--- config.mk ---
export PLATFORM = sky130hd
export DESIGN_NAME = sactm_victim
export DESIGN_NICKNAME = d
export VERILOG_FILES = /design/src/sv/sactm_pkg.sv /design/src/sv/sactm_victim.sv
export SDC_FILE = /design/constraint.sdc
export NUM_CORES = 1
export LEC_CHECK = 0
export BUFFER_PORTS_ARGS = -buffer_cell sky130_fd_sc_hd__buf_4
export CORE_AREA = 2 2 39 41
export DETAILED_ROUTE_END_ITERATION = 12
export DIE_AREA = 0 0 41 43
export GPL_ROUTABILITY_DRIVEN = 0
export PLACE_DENSITY = 0.71
export REMOVE_ABC_BUFFERS = 1
export SYNTH_ARGS = -nofsm -noshare
export SYNTH_HDL_FRONTEND = slang
export SYNTH_SLANG_ARGS = --single-unit
--- constraint.sdc ---
create_clock -name clk -period 1.3 [get_ports clk]
set_input_delay 0.325 -clock clk [delete_from_list [all_inputs] [get_ports clk]]
set_output_delay 0.325 -clock clk [all_outputs]
set_load 0.02 [all_outputs]
--- src/sv/sactm_pkg.sv ---
package sactm_pkg;

	// Default geometry
	localparam int WAYS_DEF       = 2;
	localparam int SETS_DEF       = 128;
	localparam int LINE_BYTES_DEF = 16;

	// Fixed field widths
	localparam int ADDR_W = 32;
	localparam int CNT_W  = 32;

	// Victim LFSR: x^16 + x^14 + x^13 + x^11 + 1, shifting right
	localparam int          LFSR_W    = 16;
	localparam logic [15:0] LFSR_SEED = 16'hACE1;

	// Request types
	localparam logic REQ_READ  = 1'b0;
	localparam logic REQ_WRITE = 1'b1;

	// Lookup sequencer states
	typedef enum logic [2:0] {
		ST_CLEAR,
		ST_IDLE,
		ST_READ,
		ST_CMP,
		ST_VICTIM,
		ST_WRITE
	} seq_state_t;

endpackage

--- src/sv/sactm_victim.sv ---
module sactm_victim import sactm_pkg::*; #(
	parameter int WAYS = WAYS_DEF
) (
	input  logic                                  clk,
	input  logic                                  arst_n,
	input  logic                                  start,
	output logic                                  done,
	output logic [((WAYS > 1) ? $clog2(WAYS) : 1)-1:0] way
);

	localparam int WAY_W  = (WAYS > 1) ? $clog2(WAYS) : 1;
	// Reciprocal of WAYS: exact floor division for any LFSR_W-bit value
	localparam int RCP_L  = (WAYS > 1) ? $clog2(WAYS) : 0;
	localparam int RCP_S  = LFSR_W + RCP_L;
	localparam int RCP_W  = LFSR_W + 1;
	localparam int PROD_W = RCP_S + LFSR_W;
	localparam logic [RCP_W-1:0] RCP_M = RCP_W'(((1 << RCP_S) + WAYS - 1) / WAYS);

	logic [LFSR_W-1:0] lfsr_q;
	logic [LFSR_W-1:0] lfsr_nxt;
	logic [PROD_W-1:0] prod;
	logic [LFSR_W-1:0] quot;
	logic [LFSR_W-1:0] rem_full;
	logic              busy_q;

	// Advance the LFSR one step
	assign lfsr_nxt = {lfsr_q[0] ^ lfsr_q[2] ^ lfsr_q[3] ^ lfsr_q[5], lfsr_q[LFSR_W-1:1]};

	// Reduce the new LFSR value modulo WAYS by reciprocal multiply
	assign prod     = PROD_W'(lfsr_q) * PROD_W'(RCP_M);
	assign quot     = prod[RCP_S +: LFSR_W];
	assign rem_full = lfsr_q - LFSR_W'(quot * LFSR_W'(WAYS));

	assign done = busy_q;
	assign way  = rem_full[WAY_W-1:0];

	// Step the LFSR on start, flag the pick in the cycle after start
	always_ff @(posedge clk or negedge arst_n) begin
		if (!arst_n) begin
			lfsr_q <= LFSR_SEED;
			busy_q <= 1'b0;
		end else begin
			busy_q <= start;
			if (start)
				lfsr_q <= lfsr_nxt;
		end
	end

endmodule

==> results of run 1 <==
-- power groups by stage --
stage          Clock, W  Combinational, W  Sequential, W
5_1_grt        0.000300          0.000654        0.00108
2_1_floorplan         0          0.000435        0.00102
6_report       0.000273          0.000595        0.00105
4_1_cts        0.000282          0.000592        0.00105
3_5_place_dp          0          0.000556        0.00107
3_3_place_gp          0          0.000529        0.00103
-- routing by layer --
metal	vias to the layer above	part of all wire [%]	GRT usage [%]
li1	147	-	-
met1	168	40	20.42
met2	6	53	20.94
met3	5	3.2	3.141
met4	0	4.0	12.00
met5	-	0	0
-- cell usage in the layout (no fill, tap or decap), drive strengths merged --
cell type / count
dfstp: 8
dfrtp: 9
xnor2: 3
mux2: 15
dlygate4sd3: 1
nor2: 1
a21oi: 1
clkbuf: 4
buf: 5
-- repair_timing --
| action | in CTS | in global routing |
|---|---|---|
| endpoints found under the hold margin | 9 | 0 |
| setup endpoints to repair | 1 | 1 |
| gates resized for setup | 0 | 1 |
| setup buffers | 1 | 0 |
| hold buffers | 1 | 0 |
-- cell type report --
class	count	area share, %
Multi-Input combinational cell	20	30.51
Tap cell	16	2.610
Timing Repair Buffer	6	6.688
Clock buffer	4	3.426
Sequential cell	17	56.77
-- sequential cells by signal, indices dropped and copies added, names as in the netlist --
register  count
lfsr_q       16
done          1
-- cells by family after synthesis --
| kind of cell | Yosys count | share of synthesized area, % |
|---|---|---|
| AO/OA/AOI/OAI | 1 | 0.7136 |
| XOR/XNOR | 3 | 3.751 |
| buffers and inverters | 2 | 4.464 |
| flip-flops | 17 | 62.14 |
| multiplexers | 15 | 28.39 |
| AND/OR/NAND/NOR | 1 | 0.5352 |
-- stage by stage --
step / worst slack, ns / instances / instance area [um^2] / setup TNS (ns) / hold slack (ns)
3_5_place_dp: 0.2237 / 57 / 719.4 / 0 / 0.1945
2_1_floorplan: 0.2931 / 37 / 669.4 / 0 / 0.02941
4_1_cts: 0.01092 / 63 / 763.2 / 0 / 0.2950
6_report: 0.02877 / 63 / 767.0 / 0 / 0.3056
3_3_place_gp: 0.2568 / 57 / 719.4 / 0 / 0.1855
5_1_grt: -0.006610 / 63 / 767.0 / -0.006610 / 0.3009
-- path summary, 6_finish.rpt --
check                           cells past startpoint  slack [ns]    endpoint       from
worst max-delay path                                1        0.03         way  lfsr_q[0]
worst min-delay path                                1        0.31        done      start
worst max register to register                      4        0.21  lfsr_q[15]  lfsr_q[0]
worst min register to register                      1        0.51   lfsr_q[1]  lfsr_q[1]
max in group asynchronous                           2        0.62  lfsr_q[10]     arst_n
min in group asynchronous                           2        0.43   lfsr_q[4]     arst_n
==> impl_metrics.yaml, run 1 <==
final_layout:
  fillers: 109
  diodes: 0
  fin_util_pct: 55.43
  multi_input_area_um2: 234.0
  drive_gt1_share_pct: 65.96
  area_growth_pct: 9.464
  seqCellArea_um2: 435.4
  finalNetCount: 51
detailed_routing:
  postRouteAntennaNets: 0
  route.detailed.wl_per_inst_um: 15.46
  drc_errors: 0
  dr.first_iter.drc_count: 5
  num_vias: 326
  drtPass1Iterations: 3
  drt_wl_total_um: 974
  post_drt_via_cell_ratio: 5.175
logic_synthesis:
  ys_types: 9
  netlist.top_cell.by_area: "dfrtp_1"
  netlist_top_cells_count: "9 x dfrtp_1, 8 x dfstp_2, 8 x mux2_4"
  synth_flop_cell: "dfrtp_1"
  synth-edff-count: 0
  netlist_instances: 39
  synth-warning-count: 0
  synth_area_leaders: "dfrtp_1 32%, dfstp_2 30%, mux2_4 17%, mux2_2 11%, xnor2_1 3.8%"
  async_flop_share_pct: 100.0
  seq_area_frac_synth_pct: 62.14
  ys_ff_latch: 17
  syn_avg_cell_area_um2: 17.97
  synth_top_area_share_pct: 32.14
  syn_area_um2: 700.7
  yosysMostFrequentCell: "dfrtp_1"
floorplan:
  dieArea_um2: 1763
  initial_utilization_pct: 50.63
  die_w_um: 41
  die_h_um: 43
  rows: 14
  ios: 5
  core_area_um2: 1384
grt:
  grt_max_degree: 19
  grt_pass1_wl_um: 1621
  antenna_found_initial: 0
  grt_pass1_vias: 339
  gr-total-overflow: 0
  grtUsageTotal_pct: 15.38
timing:
  slew_headroom_pct: 83.49
  hold_viol_final: 0
  rsz0062_at_grt: "true"
  fmaxAchievable_ghz: 0.7866
  fin_crit_sh_pct: 97.79
  finClkSkew_ns: 0.005288
  worst_pin_slew_ns: 0.2477
  setup_violations: 0
  maxSlewViolCount: 0
  timing.final.crit_period_ns: 1.271
clock_network:
  cts_tree: "done"
  cts-root-buf: "clkbuf_4"
  numCtsBuffers: 3
  cts_buffer_depth: 2
  cts.sinks: 17
  insertion_delay_ns: 0.29
  h-tree-depth: 1
  clkTransAtPathRegs_ns: 0.09
power:
  p_seq_share_pct: 54.7
  worst_ir_drop_vdd_mv: 1.430
  p_int_w: 0.001402
  swShare_pct: 26.80
  p_leak_nw: 0.3353
  pwr-share-clk_pct: 14.3
  fin_total_pwr_w: 0.001915
  p_comb_share_pct: 31.0
  netSwitchingPower_w: 0.0005133
  pwr_density_cell_nw_per_um2: 2497
setup_path:
  max_stage_delay_ns: 0.55
  endpoint_kind: "primary output"
  critical_path.cell_chain: "buf_6"
  crit_type: "flop to primary output"
  critical_path_peak_fanout: 2
  cp_top_family: "flip-flops"
  crit_arrival_ns: 0.95
  worstPathRequired_ns: 0.98
  critPathBufInv: 1
  start_kind: "flop"
  slowest_stage: "dfstp_2"
place:
  numPortBuffers: 4
  place_hpwl_um: 684
flow_run:
  cap_violations: 0
status:
  status: "complete, no violations"
min_path:
  hold_path_class: "primary input to flop"
Power figures use the tool's default switching activity.
==> inputs of run 2 (changes only) <==
- ABC_AREA: default -> 1
- CORE_AREA: 2 2 39 41 -> default
- CORE_MARGIN: default -> 2
- CORE_UTILIZATION: default -> 55
- DIE_AREA: 0 0 41 43 -> default
- PLACE_DENSITY: 0.71 -> 0.74
==> impl_metrics.yaml, run 2 <==
final_layout:
  diodes: 0
  finalNetCount: 91
  layout_commonest_cell: "nand2_1"
  fillers: 97
  seqCellArea_um2: 435.4
  largest_register: "lfsr_q"
  multi_input_area_um2: 217.7
  final_cell_mix: "42 x nand2_1, 9 x dfrtp_1, 8 x dfstp_2, 6 x inv_1, 6 x o21ai_0"
  drive_gt1_share_pct: 21.84
  area_growth_pct: 8.566
  largest_reg_flops: 16
setup_path:
  cp_top_family: "flip-flops"
  critPathLaunch: "lfsr_q[0]"
  endpoint_kind: "primary output"
  crit_type: "flop to primary output"
  crit_path_end: "way"
  critPathBufInv: 1
  reg2reg_slack_ns: 0.26
  critical_path_peak_fanout: 2
  max_stage_delay_ns: 0.55
  slowest_stage: "dfstp_2"
  crit_arrival_ns: 0.94
  start_kind: "flop"
  worstPathRequired_ns: 0.98
  r2r-end: "lfsr_q[15]"
  ff2ff_path_depth: 7
  critical_path.cell_chain: "buf_6"
  timing.rr.start: "lfsr_q[0]"
  crit_cells: 1
logic_synthesis:
  async_flop_share_pct: 100.0
  ys_ff_latch: 17
  seq_area_frac_synth_pct: 60.84
  synth_area_leaders: "dfrtp_1 31%, dfstp_2 29%, nand2_1 22%, buf_6 4.7%, o21ai_0 4.2%"
  synth_top_area_share_pct: 31.47
  netlist_instances: 80
  netlist_top_cells_count: "42 x nand2_1, 9 x dfrtp_1, 8 x dfstp_2"
  synth-warning-count: 0
  yosysMostFrequentCell: "nand2_1"
  syn_avg_cell_area_um2: 8.946
  synth-edff-count: 0
  netlist.top_cell.by_area: "dfrtp_1"
  syn_area_um2: 715.7
  synth_flop_cell: "dfrtp_1"
  ys_types: 10
grt:
  grt_pass1_vias: 474
  gr-usage-met1_pct: 25.27
  busiest_layer: "met2"
  global_route.usage.met2_pct: 26.61
  grt_pass1_wl_um: 1925
  use_met3_pct: 6.667
  gr-total-overflow: 0
  antenna_found_initial: 0
  grt_max_degree: 21
  grtUsageTotal_pct: 18.93
floorplan:
  die_w_um: 40.07
  rows: 12
  ios: 5
  initial_utilization_pct: 61.90
  dieArea_um2: 1606
  die_h_um: 40.07
  core_area_um2: 1156
timing:
  fin_tns_setup_ns: 0
  setup_violations: 0
  hold_viol_final: 0
  slew_headroom_pct: 85.80
  fin_crit_sh_pct: 97.37
  rsz0062_at_grt: "false"
  fmaxAchievable_ghz: 0.7900
  maxSlewViolCount: 0
  finClkSkew_ns: 0.005168
  worst_pin_slew_ns: 0.2129
  timing.final.crit_period_ns: 1.266
min_path:
  hold_path_class: "primary input to flop"
detailed_routing:
  post_drt_via_cell_ratio: 4.703
  dr.first_iter.drc_count: 14
  route.detailed.wl_per_inst_um: 10.43
  postRouteAntennaNets: 0
  drt_wl_total_um: 1053
  drc_errors: 0
  num_vias: 475
  drtPass1Iterations: 4
place:
  numPortBuffers: 4
  place_hpwl_um: 718.1
power:
  worst_ir_drop_vdd_mv: 0.8485
  pwr_density_cell_nw_per_um2: 1691
  fin_total_pwr_w: 0.001314
  p_leak_nw: 0.3932
clock_network:
  insertion_delay_ns: 0.28
  cts-root-buf: "clkbuf_4"
  cts_tree: "done"
  h-tree-depth: 1
  numCtsBuffers: 3
  cts.sinks: 17
  cts_buffer_depth: 2
  clkTransAtPathRegs_ns: 0.09
flow_run:
  cap_violations: 0
status:
  status: "complete, no violations"
[run 2: final cells by class]
| class | instances | share of cell area, % |
|---|---|---|
| sequential | 17 | 56.04 |
| multi-input combinational | 53 | 28.02 |
| timing repair buffer | 6 | 6.602 |
| inverter | 7 | 3.704 |
| clock buffer | 4 | 3.382 |
| tap | 14 | 2.254 |
[run 2: timing repair]
action | CTS | global route
setup buffers | 1 | 0
setup endpoints to repair | 1 | 1
gates resized for setup | 0 | 1
hold buffers | 1 | 0
endpoints found under the hold margin | 9 | 0
[run 2: power by group]
| group | leakage (nW) | internal [W] | total (W) | switching [W] |
|---|---|---|---|---|
| logic | 0.177 | 0.000110 | 0.000263 | 0.000153 |
| registers | 0.202 | 0.000707 | 0.000778 | 0.0000713 |
| clock network | 0.0150 | 0.000119 | 0.000273 | 0.000153 |
[run 2: routing by layer]
metal	wire length, um	up-vias
met5	0	-
met1	502	213
met3	32	0
met2	518	7
li1	-	255
met4	0	0
[run 2: worst min-delay path by stage]
stage                     startpoint   endpoint  slack, ns  cells after the start
after floorplan               arst_n       done       0.03                      0
after global placement        arst_n  lfsr_q[9]       0.20                      1
after detailed placement      arst_n  lfsr_q[9]       0.20                      1
after CTS                      start       done       0.27                      1
after global routing           start       done       0.27                      1
final                          start       done       0.28                      1
[run 2: logic make-up (layout without fill, tap and decap cells)]
logic type,after synthesis,count (layout),share of synthesized area [%]
and+or+nand+nor,45,45,23.78
AOI/OAI and AO/OA,8,8,6.644
DFF,17,17,60.84
buffers and inverters,10,17,8.741
[run 2: per-stage QoR]
stage | setup WS [ns] | std cells | instance area, um^2 | hold slack [ns] | utilization (%)
6_report | 0.03422 | 101 | 777.0 | 0.2779 | 67.21
5_1_grt | 0.001058 | 101 | 777.0 | 0.2704 | 67.21
4_1_cts | 0.005720 | 101 | 773.2 | 0.2681 | 66.88
3_5_place_dp | 0.2945 | 95 | 729.5 | 0.1975 | 63.10
3_3_place_gp | 0.3169 | 95 | 729.5 | 0.1964 | 63.10
2_1_floorplan | 0.3407 | 77 | 681.9 | 0.02941 | -
==> inputs of run 3 (changes only) <==
- CORE_ASPECT_RATIO: default -> 1.1
- CORE_MARGIN: 2 -> 3
- CORE_UTILIZATION: 55 -> 30
- PLACE_DENSITY: 0.74 -> default
==> impl_metrics.yaml, run 3 (synthesis gave the netlist of run 2 again) <==
status:
  status: "complete, no violations"
setup_path:
  r2r-end: "lfsr_q[15]"
  crit_cells: 1
  critPathLaunch: "lfsr_q[0]"
  timing.rr.start: "lfsr_q[0]"
  worstPathRequired_ns: 0.98
  crit_arrival_ns: 0.95
  ff2ff_path_depth: 7
  critical_path.cell_chain: "buf_6"
  cp_top_family: "flip-flops"
  critPathBufInv: 1
  reg2reg_slack_ns: 0.23
  critical_path_peak_fanout: 2
  crit_type: "flop to primary output"
  endpoint_kind: "primary output"
  max_stage_delay_ns: 0.55
  slowest_stage: "dfstp_2"
  start_kind: "flop"
  crit_path_end: "way"
floorplan:
  initial_utilization_pct: 33.65
  core_area_um2: 2127
  rows: 17
  die_h_um: 57.23
  dieArea_um2: 3008
  ios: 5
  die_w_um: 52.57
final_layout:
  layout_commonest_cell: "nand2_1"
  final_cell_mix: "42 x nand2_1, 9 x dfrtp_1, 8 x dfstp_2, 6 x inv_1, 6 x o21ai_0"
  largest_register: "lfsr_q"
  final_cells: 115
  diodes: 0
  largest_reg_flops: 16
  area_growth_pct: 11.19
  fin_util_pct: 37.41
  final_area_um2: 795.8
  drive_gt1_share_pct: 22.99
  finalNetCount: 91
place:
  place_area_um2: 747.0
  dp_slack_ns: 0.3055
  numPortBuffers: 4
  numPlacedInstances: 109
  place_hpwl_um: 739.4
timing:
  fmaxAchievable_ghz: 0.7867
  hold_viol_final: 0
  finClkSkew_ns: 0.004190
  timing.final.crit_period_ns: 1.271
  maxSlewViolCount: 0
  fin_crit_sh_pct: 97.77
  worst_pin_slew_ns: 0.2085
  rsz0062_at_grt: "true"
  setup_violations: 0
  layout_setup_ws_ns: 0.02894
  slew_headroom_pct: 86.10
clock_network:
  h-tree-depth: 1
  cts-root-buf: "clkbuf_4"
  cts_tree: "done"
  cts_buffer_depth: 2
  numCtsBuffers: 3
  cts.sinks: 17
  insertion_delay_ns: 0.29
  clkTransAtPathRegs_ns: 0.10
grt:
  busiest_layer: "met2"
  grt_pass1_vias: 445
  grt_pass1_wl_um: 1883
  antenna_found_initial: 0
  use_met3_pct: 3.916
  grtUsageTotal_pct: 8.541
  gr-total-overflow: 0
  global_route.usage.met2_pct: 12.23
  grt_max_degree: 21
  gr-usage-met1_pct: 10.66
detailed_routing:
  postRouteAntennaNets: 0
  post_drt_via_cell_ratio: 4.374
  dr.first_iter.drc_count: 15
  route.detailed.wl_per_inst_um: 9.478
  num_vias: 503
  drt_wl_total_um: 1090
  drtPass1Iterations: 4
  drc_errors: 0
power:
  p_leak_nw: 0.3960
  worst_ir_drop_vdd_mv: 0.8010
  pwr_density_cell_nw_per_um2: 1655
min_path:
  hold_path_class: "primary input to flop"
flow_run:
  cap_violations: 0
run 3: changes by cell type in the layout (fill, tap and decap cells not counted):
| cell | previous run | this run |
|---|---|---|
| clkbuf_1 | 1 | 0 |
| clkinv_2 | 0 | 1 |
run 3: power breakdown:
group          switching [W]  total (W)  internal (W)
combinational       0.000156   0.000266      0.000110
clock               0.000159   0.000273      0.000114
sequential         0.0000712   0.000778      0.000707
run 3: metal layers:
| layer | up-vias | part of all wire (%) |
|---|---|---|
| li1 | 257 | - |
| met1 | 240 | 49 |
| met2 | 4 | 46 |
| met3 | 2 | 3.5 |
| met4 | 0 | 1.2 |
| met5 | - | 0 |
run 3: repair_timing:
item / CTS / global route
buffers inserted: 1 / 0
endpoints found under the setup margin: 1 / 1
pin swaps: 0 / 0
endpoints found under the hold margin: 9 / 0
gates resized for setup: 0 / 1
hold buffers: 1 / 0
run 3: how the worst min path moves through the flow:
| stage | endpoint | start | slack [ns] | cells after the start |
|---|---|---|---|---|
| 2_1_floorplan | done | arst_n | 0.03 | 0 |
| 3_3_place_gp | done | arst_n | 0.20 | 1 |
| 3_5_place_dp | lfsr_q[9] | arst_n | 0.20 | 1 |
| 4_1_cts | done | start | 0.26 | 1 |
| 5_1_grt | done | start | 0.26 | 1 |
| 6_report | done | start | 0.28 | 1 |
run 3: final cells by class:
cell class | instances | area [um^2]
Sequential cell | 17 | 435.4
Multi-Input combinational cell | 53 | 217.7
Timing Repair Buffer | 6 | 51.30
Fill cell | 213 | 1331
Clock inverter | 1 | 5.005
Tap cell | 28 | 35.03
Inverter | 7 | 28.78
Clock buffer | 3 | 22.52
run 3: through the flow:
step	total power, W	setup TNS [ns]	hold slack (ns)
5_1_grt	0.001429	-0.02007	0.2594
3_5_place_dp	0.001041	0	0.1983
3_3_place_gp	0.001024	0	0.1965
6_report	0.001317	0	0.2811
2_1_floorplan	0.0009556	0	0.02941
4_1_cts	0.001337	0	0.2627
